==> config.mk <==
export PLATFORM = sky130hd
export DESIGN_NAME = scan_code_set1_key_decoder_fifo
export DESIGN_NICKNAME = d
export VERILOG_FILES = /design/src/design/scdec_pkg.sv /design/src/design/scdec_front.sv /design/src/design/scdec_queue.sv /design/src/design/scdec_back.sv /design/src/design/scan_code_set1_key_decoder_fifo.sv
export SDC_FILE = /design/constraint.sdc
export NUM_CORES = 2
export LEC_CHECK = 0
export BUFFER_PORTS_ARGS = -buffer_cell sky130_fd_sc_hd__buf_2
export CORE_MARGIN = 3
export CORE_UTILIZATION = 45
export CTS_BUF_LIST = sky130_fd_sc_hd__clkbuf_16
export DETAILED_ROUTE_END_ITERATION = 12
export SETUP_SLACK_MARGIN = 0.2
export SYNTH_ARGS = -nofsm -noshare
export SYNTH_HDL_FRONTEND = slang
export SYNTH_MEMORY_MAX_BITS = 65536
export SYNTH_SLANG_ARGS = --single-unit
==> constraint.sdc <==
create_clock -name clk_i -period 9.7 [get_ports clk_i]
set_input_delay 1.94 -clock clk_i [delete_from_list [all_inputs] [get_ports clk_i]]
set_output_delay 1.94 -clock clk_i [all_outputs]
set_load 0.02 [all_outputs]
==> src/design/scdec_pkg.sv <==
package scdec_pkg;

  // Ring store geometry
  localparam int unsigned Depth = 512;
  localparam int unsigned PtrW  = (Depth > 1) ? $clog2(Depth) : 1;

  // Scan code set 1 constants
  localparam logic [7:0] PrefixCode  = 8'hE0;
  localparam logic [7:0] LShiftMake  = 8'h2A;
  localparam logic [7:0] RShiftMake  = 8'h36;
  localparam logic [7:0] LShiftBreak = 8'hAA;
  localparam logic [7:0] RShiftBreak = 8'hB6;
  localparam logic [7:0] CapsMake    = 8'h3A;
  localparam logic [6:0] CaseOffset  = 7'd32;

  // Request from the decode front to the buffer back end
  typedef struct packed {
    logic       is_read;
    logic [6:0] ch;
  } req_t;

  function automatic logic [6:0] plain_char(input logic [7:0] code);
    logic [6:0] c;
    case (code)
      8'd2:  c = 7'h31;
      8'd3:  c = 7'h32;
      8'd4:  c = 7'h33;
      8'd5:  c = 7'h34;
      8'd6:  c = 7'h35;
      8'd7:  c = 7'h36;
      8'd8:  c = 7'h37;
      8'd9:  c = 7'h38;
      8'd10: c = 7'h39;
      8'd11: c = 7'h30;
      8'd12: c = 7'h2D;
      8'd13: c = 7'h3D;
      8'd14: c = 7'h08;
      8'd16: c = 7'h71;
      8'd17: c = 7'h77;
      8'd18: c = 7'h65;
      8'd19: c = 7'h72;
      8'd20: c = 7'h74;
      8'd21: c = 7'h79;
      8'd22: c = 7'h75;
      8'd23: c = 7'h69;
      8'd24: c = 7'h6F;
      8'd25: c = 7'h70;
      8'd26: c = 7'h5B;
      8'd27: c = 7'h5D;
      8'd28: c = 7'h0A;
      8'd30: c = 7'h61;
      8'd31: c = 7'h73;
      8'd32: c = 7'h64;
      8'd33: c = 7'h66;
      8'd34: c = 7'h67;
      8'd35: c = 7'h68;
      8'd36: c = 7'h6A;
      8'd37: c = 7'h6B;
      8'd38: c = 7'h6C;
      8'd39: c = 7'h3B;
      8'd40: c = 7'h27;
      8'd41: c = 7'h60;
      8'd43: c = 7'h5C;
      8'd44: c = 7'h7A;
      8'd45: c = 7'h78;
      8'd46: c = 7'h63;
      8'd47: c = 7'h76;
      8'd48: c = 7'h62;
      8'd49: c = 7'h6E;
      8'd50: c = 7'h6D;
      8'd51: c = 7'h2C;
      8'd52: c = 7'h2E;
      8'd53: c = 7'h2F;
      8'd55: c = 7'h2A;
      8'd57: c = 7'h20;
      default: c = 7'h00;
    endcase
    return c;
  endfunction

  function automatic logic [6:0] shifted_char(input logic [7:0] code);
    logic [6:0] c;
    case (code)
      8'd1:  c = 7'h01;
      8'd2:  c = 7'h21;
      8'd3:  c = 7'h40;
      8'd4:  c = 7'h23;
      8'd5:  c = 7'h24;
      8'd6:  c = 7'h25;
      8'd7:  c = 7'h5E;
      8'd8:  c = 7'h26;
      8'd9:  c = 7'h2A;
      8'd10: c = 7'h28;
      8'd11: c = 7'h29;
      8'd12: c = 7'h5F;
      8'd13: c = 7'h2B;
      8'd14: c = 7'h08;
      8'd15: c = 7'h09;
      8'd16: c = 7'h51;
      8'd17: c = 7'h57;
      8'd18: c = 7'h45;
      8'd19: c = 7'h52;
      8'd20: c = 7'h54;
      8'd21: c = 7'h59;
      8'd22: c = 7'h55;
      8'd23: c = 7'h49;
      8'd24: c = 7'h4F;
      8'd25: c = 7'h50;
      8'd26: c = 7'h7B;
      8'd27: c = 7'h7D;
      8'd28: c = 7'h0A;
      8'd30: c = 7'h41;
      8'd31: c = 7'h53;
      8'd32: c = 7'h44;
      8'd33: c = 7'h46;
      8'd34: c = 7'h47;
      8'd35: c = 7'h48;
      8'd36: c = 7'h4A;
      8'd37: c = 7'h4B;
      8'd38: c = 7'h4C;
      8'd39: c = 7'h3A;
      8'd40: c = 7'h22;
      8'd41: c = 7'h7E;
      8'd43: c = 7'h7C;
      8'd44: c = 7'h5A;
      8'd45: c = 7'h58;
      8'd46: c = 7'h43;
      8'd47: c = 7'h56;
      8'd48: c = 7'h42;
      8'd49: c = 7'h4E;
      8'd50: c = 7'h4D;
      8'd51: c = 7'h3C;
      8'd52: c = 7'h3E;
      8'd53: c = 7'h3F;
      8'd55: c = 7'h2A;
      8'd57: c = 7'h20;
      default: c = 7'h00;
    endcase
    return c;
  endfunction

  function automatic logic [PtrW-1:0] next_slot(input logic [PtrW-1:0] p);
    logic [PtrW-1:0] n;
    if (p == PtrW'(Depth - 1)) begin
      n = '0;
    end else begin
      n = p + PtrW'(1);
    end
    return n;
  endfunction

endpackage

==> src/design/scdec_front.sv <==
module scdec_front (
  input  logic               clk_i,
  input  logic               rst_ni,
  input  logic               accept_i,
  input  logic               action_i,
  input  logic [7:0]         scan_byte_i,
  output scdec_pkg::req_t    req_o
);
  import scdec_pkg::*;

  logic prefix_q, prefix_d;
  logic shift_q, shift_d;
  logic caps_q, caps_d;
  logic [6:0] raw_ch, ch;

  always_comb begin
    prefix_d = prefix_q;
    shift_d  = shift_q;
    caps_d   = caps_q;
    raw_ch   = 7'h00;
    ch       = 7'h00;
    if (scan_byte_i == PrefixCode) begin
      prefix_d = 1'b1;
    end else if (prefix_q) begin
      prefix_d = 1'b0;
    end else if (scan_byte_i[7]) begin
      if (scan_byte_i == LShiftBreak || scan_byte_i == RShiftBreak) begin
        shift_d = 1'b0;
      end
    end else begin
      if (scan_byte_i == LShiftMake || scan_byte_i == RShiftMake) begin
        shift_d = 1'b1;
      end
      if (scan_byte_i == CapsMake) begin
        caps_d = ~caps_q;
      end
      raw_ch = shift_d ? shifted_char(scan_byte_i) : plain_char(scan_byte_i);
      ch     = raw_ch;
      // Flip letter case while caps lock is on
      if (caps_d) begin
        if (raw_ch >= 7'h61 && raw_ch <= 7'h7A) begin
          ch = raw_ch - CaseOffset;
        end else if (raw_ch >= 7'h41 && raw_ch <= 7'h5A) begin
          ch = raw_ch + CaseOffset;
        end
      end
    end
  end

  assign req_o.is_read = action_i;
  assign req_o.ch      = action_i ? 7'h00 : ch;

  always_ff @(posedge clk_i or negedge rst_ni) begin
    if (!rst_ni) begin
      prefix_q <= 1'b0;
      shift_q  <= 1'b0;
      caps_q   <= 1'b0;
    end else if (accept_i && !action_i) begin
      prefix_q <= prefix_d;
      shift_q  <= shift_d;
      caps_q   <= caps_d;
    end
  end

endmodule

==> src/design/scdec_queue.sv <==
module scdec_queue (
  input  logic            clk_i,
  input  logic            rst_ni,
  input  logic            push_i,
  input  scdec_pkg::req_t push_req_i,
  output logic            full_o,
  input  logic            pop_i,
  output logic            valid_o,
  output scdec_pkg::req_t pop_req_o
);
  import scdec_pkg::*;

  req_t       slot_q [2];
  logic       wr_q, rd_q;
  logic [1:0] count_q;

  assign full_o    = (count_q == 2'd2);
  assign valid_o   = (count_q != 2'd0);
  assign pop_req_o = slot_q[rd_q];

  always_ff @(posedge clk_i) begin
    if (push_i) begin
      slot_q[wr_q] <= push_req_i;
    end
  end

  always_ff @(posedge clk_i or negedge rst_ni) begin
    if (!rst_ni) begin
      wr_q    <= 1'b0;
      rd_q    <= 1'b0;
      count_q <= 2'd0;
    end else begin
      if (push_i) begin
        wr_q <= ~wr_q;
      end
      if (pop_i) begin
        rd_q <= ~rd_q;
      end
      case ({push_i, pop_i})
        2'b10:   count_q <= count_q + 2'd1;
        2'b01:   count_q <= count_q - 2'd1;
        default: count_q <= count_q;
      endcase
    end
  end

endmodule

==> src/design/scdec_back.sv <==
module scdec_back (
  input  logic            clk_i,
  input  logic            rst_ni,
  input  logic            req_valid_i,
  input  scdec_pkg::req_t req_i,
  output logic            req_pop_o,
  output logic            out_valid_o,
  input  logic            out_ready_i,
  output logic [6:0]      key_char_o,
  output logic            char_valid_o,
  output logic            dropped_o
);
  import scdec_pkg::*;

  logic [6:0]      mem [Depth];
  logic [PtrW-1:0] rd_ptr_q, wr_ptr_q;
  logic            issue, empty, full, do_push, do_pop;

  logic       out_valid_q;
  logic       out_pop_q;
  logic [6:0] out_ch_q;
  logic       out_cv_q;
  logic       out_drop_q;
  logic [6:0] rdata_q;

  assign issue     = req_valid_i && (!out_valid_q || out_ready_i);
  assign req_pop_o = issue;
  assign empty     = (rd_ptr_q == wr_ptr_q);
  assign full      = (next_slot(wr_ptr_q) == rd_ptr_q);
  assign do_push   = issue && !req_i.is_read && (req_i.ch != 7'h00) && !full;
  assign do_pop    = issue && req_i.is_read && !empty;

  always_ff @(posedge clk_i) begin
    if (do_push) begin
      mem[wr_ptr_q] <= req_i.ch;
    end
    if (do_pop) begin
      rdata_q <= mem[rd_ptr_q];
    end
    if (issue) begin
      out_ch_q   <= req_i.ch;
      out_cv_q   <= !req_i.is_read && (req_i.ch != 7'h00);
      out_drop_q <= !req_i.is_read && (req_i.ch != 7'h00) && full;
    end
  end

  always_ff @(posedge clk_i or negedge rst_ni) begin
    if (!rst_ni) begin
      rd_ptr_q    <= '0;
      wr_ptr_q    <= '0;
      out_valid_q <= 1'b0;
      out_pop_q   <= 1'b0;
    end else begin
      if (do_push) begin
        wr_ptr_q <= next_slot(wr_ptr_q);
      end
      if (do_pop) begin
        rd_ptr_q <= next_slot(rd_ptr_q);
      end
      if (issue) begin
        out_valid_q <= 1'b1;
        out_pop_q   <= do_pop;
      end else if (out_ready_i) begin
        out_valid_q <= 1'b0;
      end
    end
  end

  assign out_valid_o  = out_valid_q;
  assign key_char_o   = out_pop_q ? rdata_q : out_ch_q;
  assign char_valid_o = out_pop_q ? (rdata_q != 7'h00) : out_cv_q;
  assign dropped_o    = out_pop_q ? 1'b0 : out_drop_q;

endmodule

==> src/design/scan_code_set1_key_decoder_fifo.sv <==
// Scan code set 1 keyboard decoder with a buffer of typed characters.
// Input channel (in_valid_i / in_ready_o) carries one request per item:
// action_i = 0 delivers a raw scan code byte in scan_byte_i, action_i = 1
// asks to pop the oldest buffered character.
// Output channel (out_valid_o / out_ready_i) returns exactly one result per
// request: key_char_o, char_valid_o and dropped_o. A decoded byte reports its
// character (a drop is flagged when the 511-entry buffer is full); a pop
// reports the oldest character, or all zeros when the buffer is empty.
// From acceptance the request is written into the two-entry queue behind
// the decoder and is then issued into the output register, which also holds
// the registered read of the RAM. Throughput is one request per cycle while
// the receiver keeps out_ready_i high; the character RAM takes one write
// or one read each cycle, which sets that rate.
// Reset clears the prefix, shift and caps lock flags, both buffer pointers
// and all handshake state; the RAM contents are not cleared.
// While the receiver stalls, the result holds in the output register, the
// queue fills, and in_ready_o drops once both queue entries are taken; it
// rises again in the cycle after the held result is taken.
module scan_code_set1_key_decoder_fifo (
  input  logic       clk_i,
  input  logic       rst_ni,
  input  logic       in_valid_i,
  output logic       in_ready_o,
  input  logic       action_i,
  input  logic [7:0] scan_byte_i,
  output logic       out_valid_o,
  input  logic       out_ready_i,
  output logic [6:0] key_char_o,
  output logic       char_valid_o,
  output logic       dropped_o
);
  import scdec_pkg::*;

  req_t front_req;
  req_t back_req;
  logic accept;
  logic q_full, q_valid, q_pop;

  // Accept while the request queue has room
  assign in_ready_o = !q_full;
  assign accept     = in_valid_i && in_ready_o;

  // Decode bytes and track prefix, shift and caps lock state
  scdec_front u_front (
    .clk_i       (clk_i),
    .rst_ni      (rst_ni),
    .accept_i    (accept),
    .action_i    (action_i),
    .scan_byte_i (scan_byte_i),
    .req_o       (front_req)
  );

  // Decouple the decoder from the buffer stage
  scdec_queue u_queue (
    .clk_i      (clk_i),
    .rst_ni     (rst_ni),
    .push_i     (accept),
    .push_req_i (front_req),
    .full_o     (q_full),
    .pop_i      (q_pop),
    .valid_o    (q_valid),
    .pop_req_o  (back_req)
  );

  // Buffer characters, service reads and hold the result
  scdec_back u_back (
    .clk_i        (clk_i),
    .rst_ni       (rst_ni),
    .req_valid_i  (q_valid),
    .req_i        (back_req),
    .req_pop_o    (q_pop),
    .out_valid_o  (out_valid_o),
    .out_ready_i  (out_ready_i),
    .key_char_o   (key_char_o),
    .char_valid_o (char_valid_o),
    .dropped_o    (dropped_o)
  );

endmodule
==> run_results.csv <==
group,metric,value,unit
logic_synthesis,synth_edf_count,3616,
logic_synthesis,yosysTopAreaCell,"edfxtp_1",
detailed_routing,final_antenna_net_count,0,
finish,ff_latch_area,0.109,mm^2
clocking,cts_hold_buf,0,
detailed_routing,wl,353,mm
finish,layout-drive-gt1-share,28.7,%
clocking,cts-root-buf,"clkbuf_16",
critical_path,critPathMaxFanout,21,
power_and_ir_drop,switchingPower,0.0140,W
detailed_routing,first_pass_iters,7,
power_and_ir_drop,powerDensity,293,mW/mm^2
logic_synthesis,yosysSeqAreaShare,76.5,%
critical_path,crit_chain,"ha_1 > nand3_1 > nor3_1 > ha_1 > a21oi_1 > xnor2_1 > nand4_1 > o311ai_2 > buf_4 > nor3b_1 > nand2_4 > buf_4 > nor2_1",
power_and_ir_drop,p_comb_share,27.4,%
logic_synthesis,synth_mux_area_share,19.0,%
die,core-area,0.315,mm^2
grt,antenna_found_initial,13,
die,die_w,569,um
logic_synthesis,postSynthAreaPerCell,22.9,um^2
logic_synthesis,yosys-top-cells-area,"edfxtp_1 76%, mux4_2 19%, nor2_1 1.4%, clkbuf_1 0.60%, dfrtp_1 0.47%",
detailed_routing,via_count,65992,
grt,grt_start_max_net_pins,162,
detailed_routing,drtIter0Drc,8484,
timing,relSlewSlack,7.77,%
logic_synthesis,ys_seq_elements,3643,
critical_path,critPathCaptureType,"register",
timing,fmax,164,MHz
timing,setup_viol,0,
die,die_h,569,um
critical_path,cp_slowest_cell,"nor3b_1",
finish,fillers,24287,
logic_synthesis,async_flop_share,0.741,%
logic_synthesis,synth_area,0.143,mm^2
finish,final_net_count,6349,
logic_synthesis,syn_inst,6224,
timing,fin_setup_tns,0,ps
critical_path,path_class,"reg2reg",
place,numPortBuffers,23,
finish,fin_cells,10776,
clocking,cts_buffers,367,
power_and_ir_drop,pwr-share-seq,42.3,%
critical_path,slowest_delay,960,ps
timing,clock_skew,63.4,ps
timing,min_period_over_period,62.9,%
logic_synthesis,synthSimpleGateAreaFrac,2.23,%
clocking,cts-resized-gates,0,
logic_synthesis,synthXorXnorAreaFrac,0.181,%
die,initial_core_util,45.3,%
logic_synthesis,synth_cell_types,71,
place,gp_congestion,0.813,
timing,slew_violations,0,
place,dp_slack,3320,ps
timing,period_minus_slack,6100,ps
logic_synthesis,syn-num-nets,6259,
logic_synthesis,synth_compound_area_share,0.665,%
hold_path,hold_path_startpoint,"u_back.out_valid_o$_DFFE_PN0P_",
grt,grt_pass1_wl,510,mm
die,rows,206,
place,post-place-cells,10105,
clocking,clk_latency,900,ps
clocking,cts.sink_count,3643,
hold_path,min_path_type,"reg2reg",
finish,multiInputGateArea,0.0320,mm^2
critical_path,required,10180,ps
power_and_ir_drop,internal-power,0.0327,W
die,ios,24,
power_and_ir_drop,leakage,48.2,nW
critical_path,startpoint,"u_back.wr_ptr_q[0]$_DFFE_PN0P_",
power_and_ir_drop,fin_total_pwr,0.0467,W
timing,final_hold_viol_count,0,
logic_synthesis,synth-main-ff-cell,"edfxtp_1",
detailed_routing,wl_per_cell,32.8,um
power_and_ir_drop,swShare,29.9,%
timing,tightestPinTransition,1380,ps
clocking,cts_tree,"done",
power_and_ir_drop,pwr-share-clk,30.3,%
power_and_ir_drop,ir_worst_vdd,375,uV
logic_synthesis,synth_top_family_by_area,"multiplexers",
clocking,clockBufferDepth,4,
clocking,cts_setup_buffers,0,
logic_synthesis,synth.top_cell.area_share,76.1,%
detailed_routing,vias_per_cell,6.12,
clocking,path_clk_slew,70,ps
logic_synthesis,yosys.area_share.adder,0.200,%
grt,gr-total-overflow,0,
die,dieArea,0.324,mm^2
run,drv_cap,0,
critical_path,worstSetupStartpointType,"register",
timing,setup_slack,3600,ps
clocking,htree_levels,5,
finish,synthToLayoutAreaGrowth,11.8,%
logic_synthesis,synth_warnings,0,
timing,rsz0062_at_grt,"false",
run_status,status,"finished clean",
grt,grt_pass1_vias,67165,
critical_path,cp.arrival,6590,ps
critical_path,r2r-start,"u_back.wr_ptr_q[0]$_DFFE_PN0P_",
detailed_routing,drcViolationCount,0,
grt,grt_usage,21.8,%
place,hpwl,200,mm
finish,fin_util,50.6,%
[synth_stat cells, types with 7 or more instances]
| library cell | count |
|---|---|
| edfxtp_1 | 3616 |
| mux4_2 | 1187 |
| nor2_1 | 542 |
| clkbuf_1 | 230 |
| buf_2 | 120 |
| nand2_1 | 87 |
| o21ai_0 | 42 |
| buf_1 | 40 |
| dfrtp_1 | 27 |
| ha_1 | 22 |
| mux2_2 | 22 |
| nand2b_1 | 20 |
| a21oi_1 | 19 |
| inv_1 | 19 |
| nor2b_1 | 16 |
| xor2_1 | 15 |
| nor3_1 | 12 |
| xnor2_1 | 12 |
| a31oi_1 | 11 |
| mux2i_1 | 11 |
| nor3b_1 | 11 |
| or2_2 | 11 |
| and3_1 | 10 |
| and2_1 | 9 |
| nand3_1 | 9 |
| a211oi_1 | 7 |
| nand4_1 | 7 |
[power groups by stage]
stage	combinational (W)	sequential (W)	clock, W
after CTS	0.0131	0.0198	0.0144
after global placement	0.0130	0.0201	0
after detailed placement	0.0131	0.0201	0
final	0.0128	0.0198	0.0141
after global routing	0.0135	0.0198	0.0150
after floorplan	0.00811	0.0206	0
[worst max-delay path: cells and delay by family (launching register included)]
kind / cells / cell delay, ps
flops: 1 / 520
fa+ha+maj: 2 / 1110
xor+xnor: 1 / 200
buf+inv: 2 / 720
simple gates: 6 / 2720
compound gates: 2 / 250
[registers in the layout, indices dropped and copies added, names as in the netlist, 2 cells and up]
register / count
u_back.mem: 3584
u_back.out_ch_q: 7
u_back.rd_ptr_q: 9
u_back.rdata_q: 7
u_back.wr_ptr_q: 9
u_queue.count_q: 2
u_queue.slot_q: 16
[per-stage QoR]
step / hold slack [ps] / area [um^2]
finish: 491 / 160000
floorplan: 461 / 143000
detailed placement: 484 / 148000
global route: 518 / 160000
global placement: 474 / 148000
CTS: 497 / 160000
[layout by cell type, fill, tap and decap left out, types with 6 or more instances in the layout]
master      synthesis  final
nor4_1              6      6
mux2_2             22     18
nand2_4             0     15
xnor2_1            12     12
nand3_1             9      9
nand4_1             7      7
o211ai_1            6      6
clkinv_8            0      6
bufinv_16           0     45
nand2b_1           20     20
clkinv_4            0      6
mux4_2           1187   1187
or2_2              11     10
xor2_1             15     15
clkinvlp_4          0     23
dfrtp_1            27     22
a211oi_1            7      7
buf_2             120     23
a31oi_1            11     11
and2_1              9      8
clkinv_2            0     68
nor2_1            542    540
buf_4               2     70
and3b_1             6      6
edfxtp_1         3616   3616
nand2_1            87     72
nor2b_1            16     15
a21oi_1            19     19
nor3b_1            11      8
ha_1               22     22
mux2i_1            11     11
inv_1              19     64
buf_12              0     21
inv_6               0      7
nor3_1             12     12
and3_1             10     10
o21ai_0            42     42
clkbuf_16           0    370
clkinv_1            1     86
[path summary, 6_finish.rpt]
path	endpoint	slack [ps]	cells after the start
setup reg to reg	u_back.mem[330][0]$_DFFE_PP_	3600	13
max in group asynchronous	u_back.rd_ptr_q[2]$_DFFE_PN0P_	7920	1
hold / removal	u_back.out_valid_o$_DFFE_PN0P_	490	2
min in group asynchronous	u_queue.count_q[1]$_DFFE_PN0P_	1120	1
setup / recovery	u_back.mem[330][0]$_DFFE_PP_	3600	13
hold reg to reg	u_back.out_valid_o$_DFFE_PN0P_	490	2
[metal layers]
metal | GRT usage (%) | part of all wire, % | vias to the layer above
met1 | 31.7 | 41 | 36044
met5 | 0 | 0.0076 | -
met4 | 5.79 | 2.8 | 6
met2 | 34.6 | 49 | 2865
met3 | 3.70 | 7.4 | 503
li1 | - | - | 26574
[kinds of logic (layout without fill, tap and decap cells)]
group	after synthesis	in the layout
flip-flops	3643	3643
multiplexers	1220	1220
AND/OR/NAND/NOR	758	758
buffers and inverters	413	801
AO/OA/AOI/OAI	139	139
XOR/XNOR	28	28
adder cells (fa/ha/maj)	23	23
other	0	4
[final cells by class]
class,count,area share (%)
flip-flops and latches,3643,68.4
multi-input cells,2168,20.0
clock buffers,370,5.80
well taps,4160,3.26
clock inverters,297,1.72
repair buffers,114,0.665
inverters,20,0.0627
diodes,4,0.00627
Note: power is estimated with default switching activity, not from simulation.
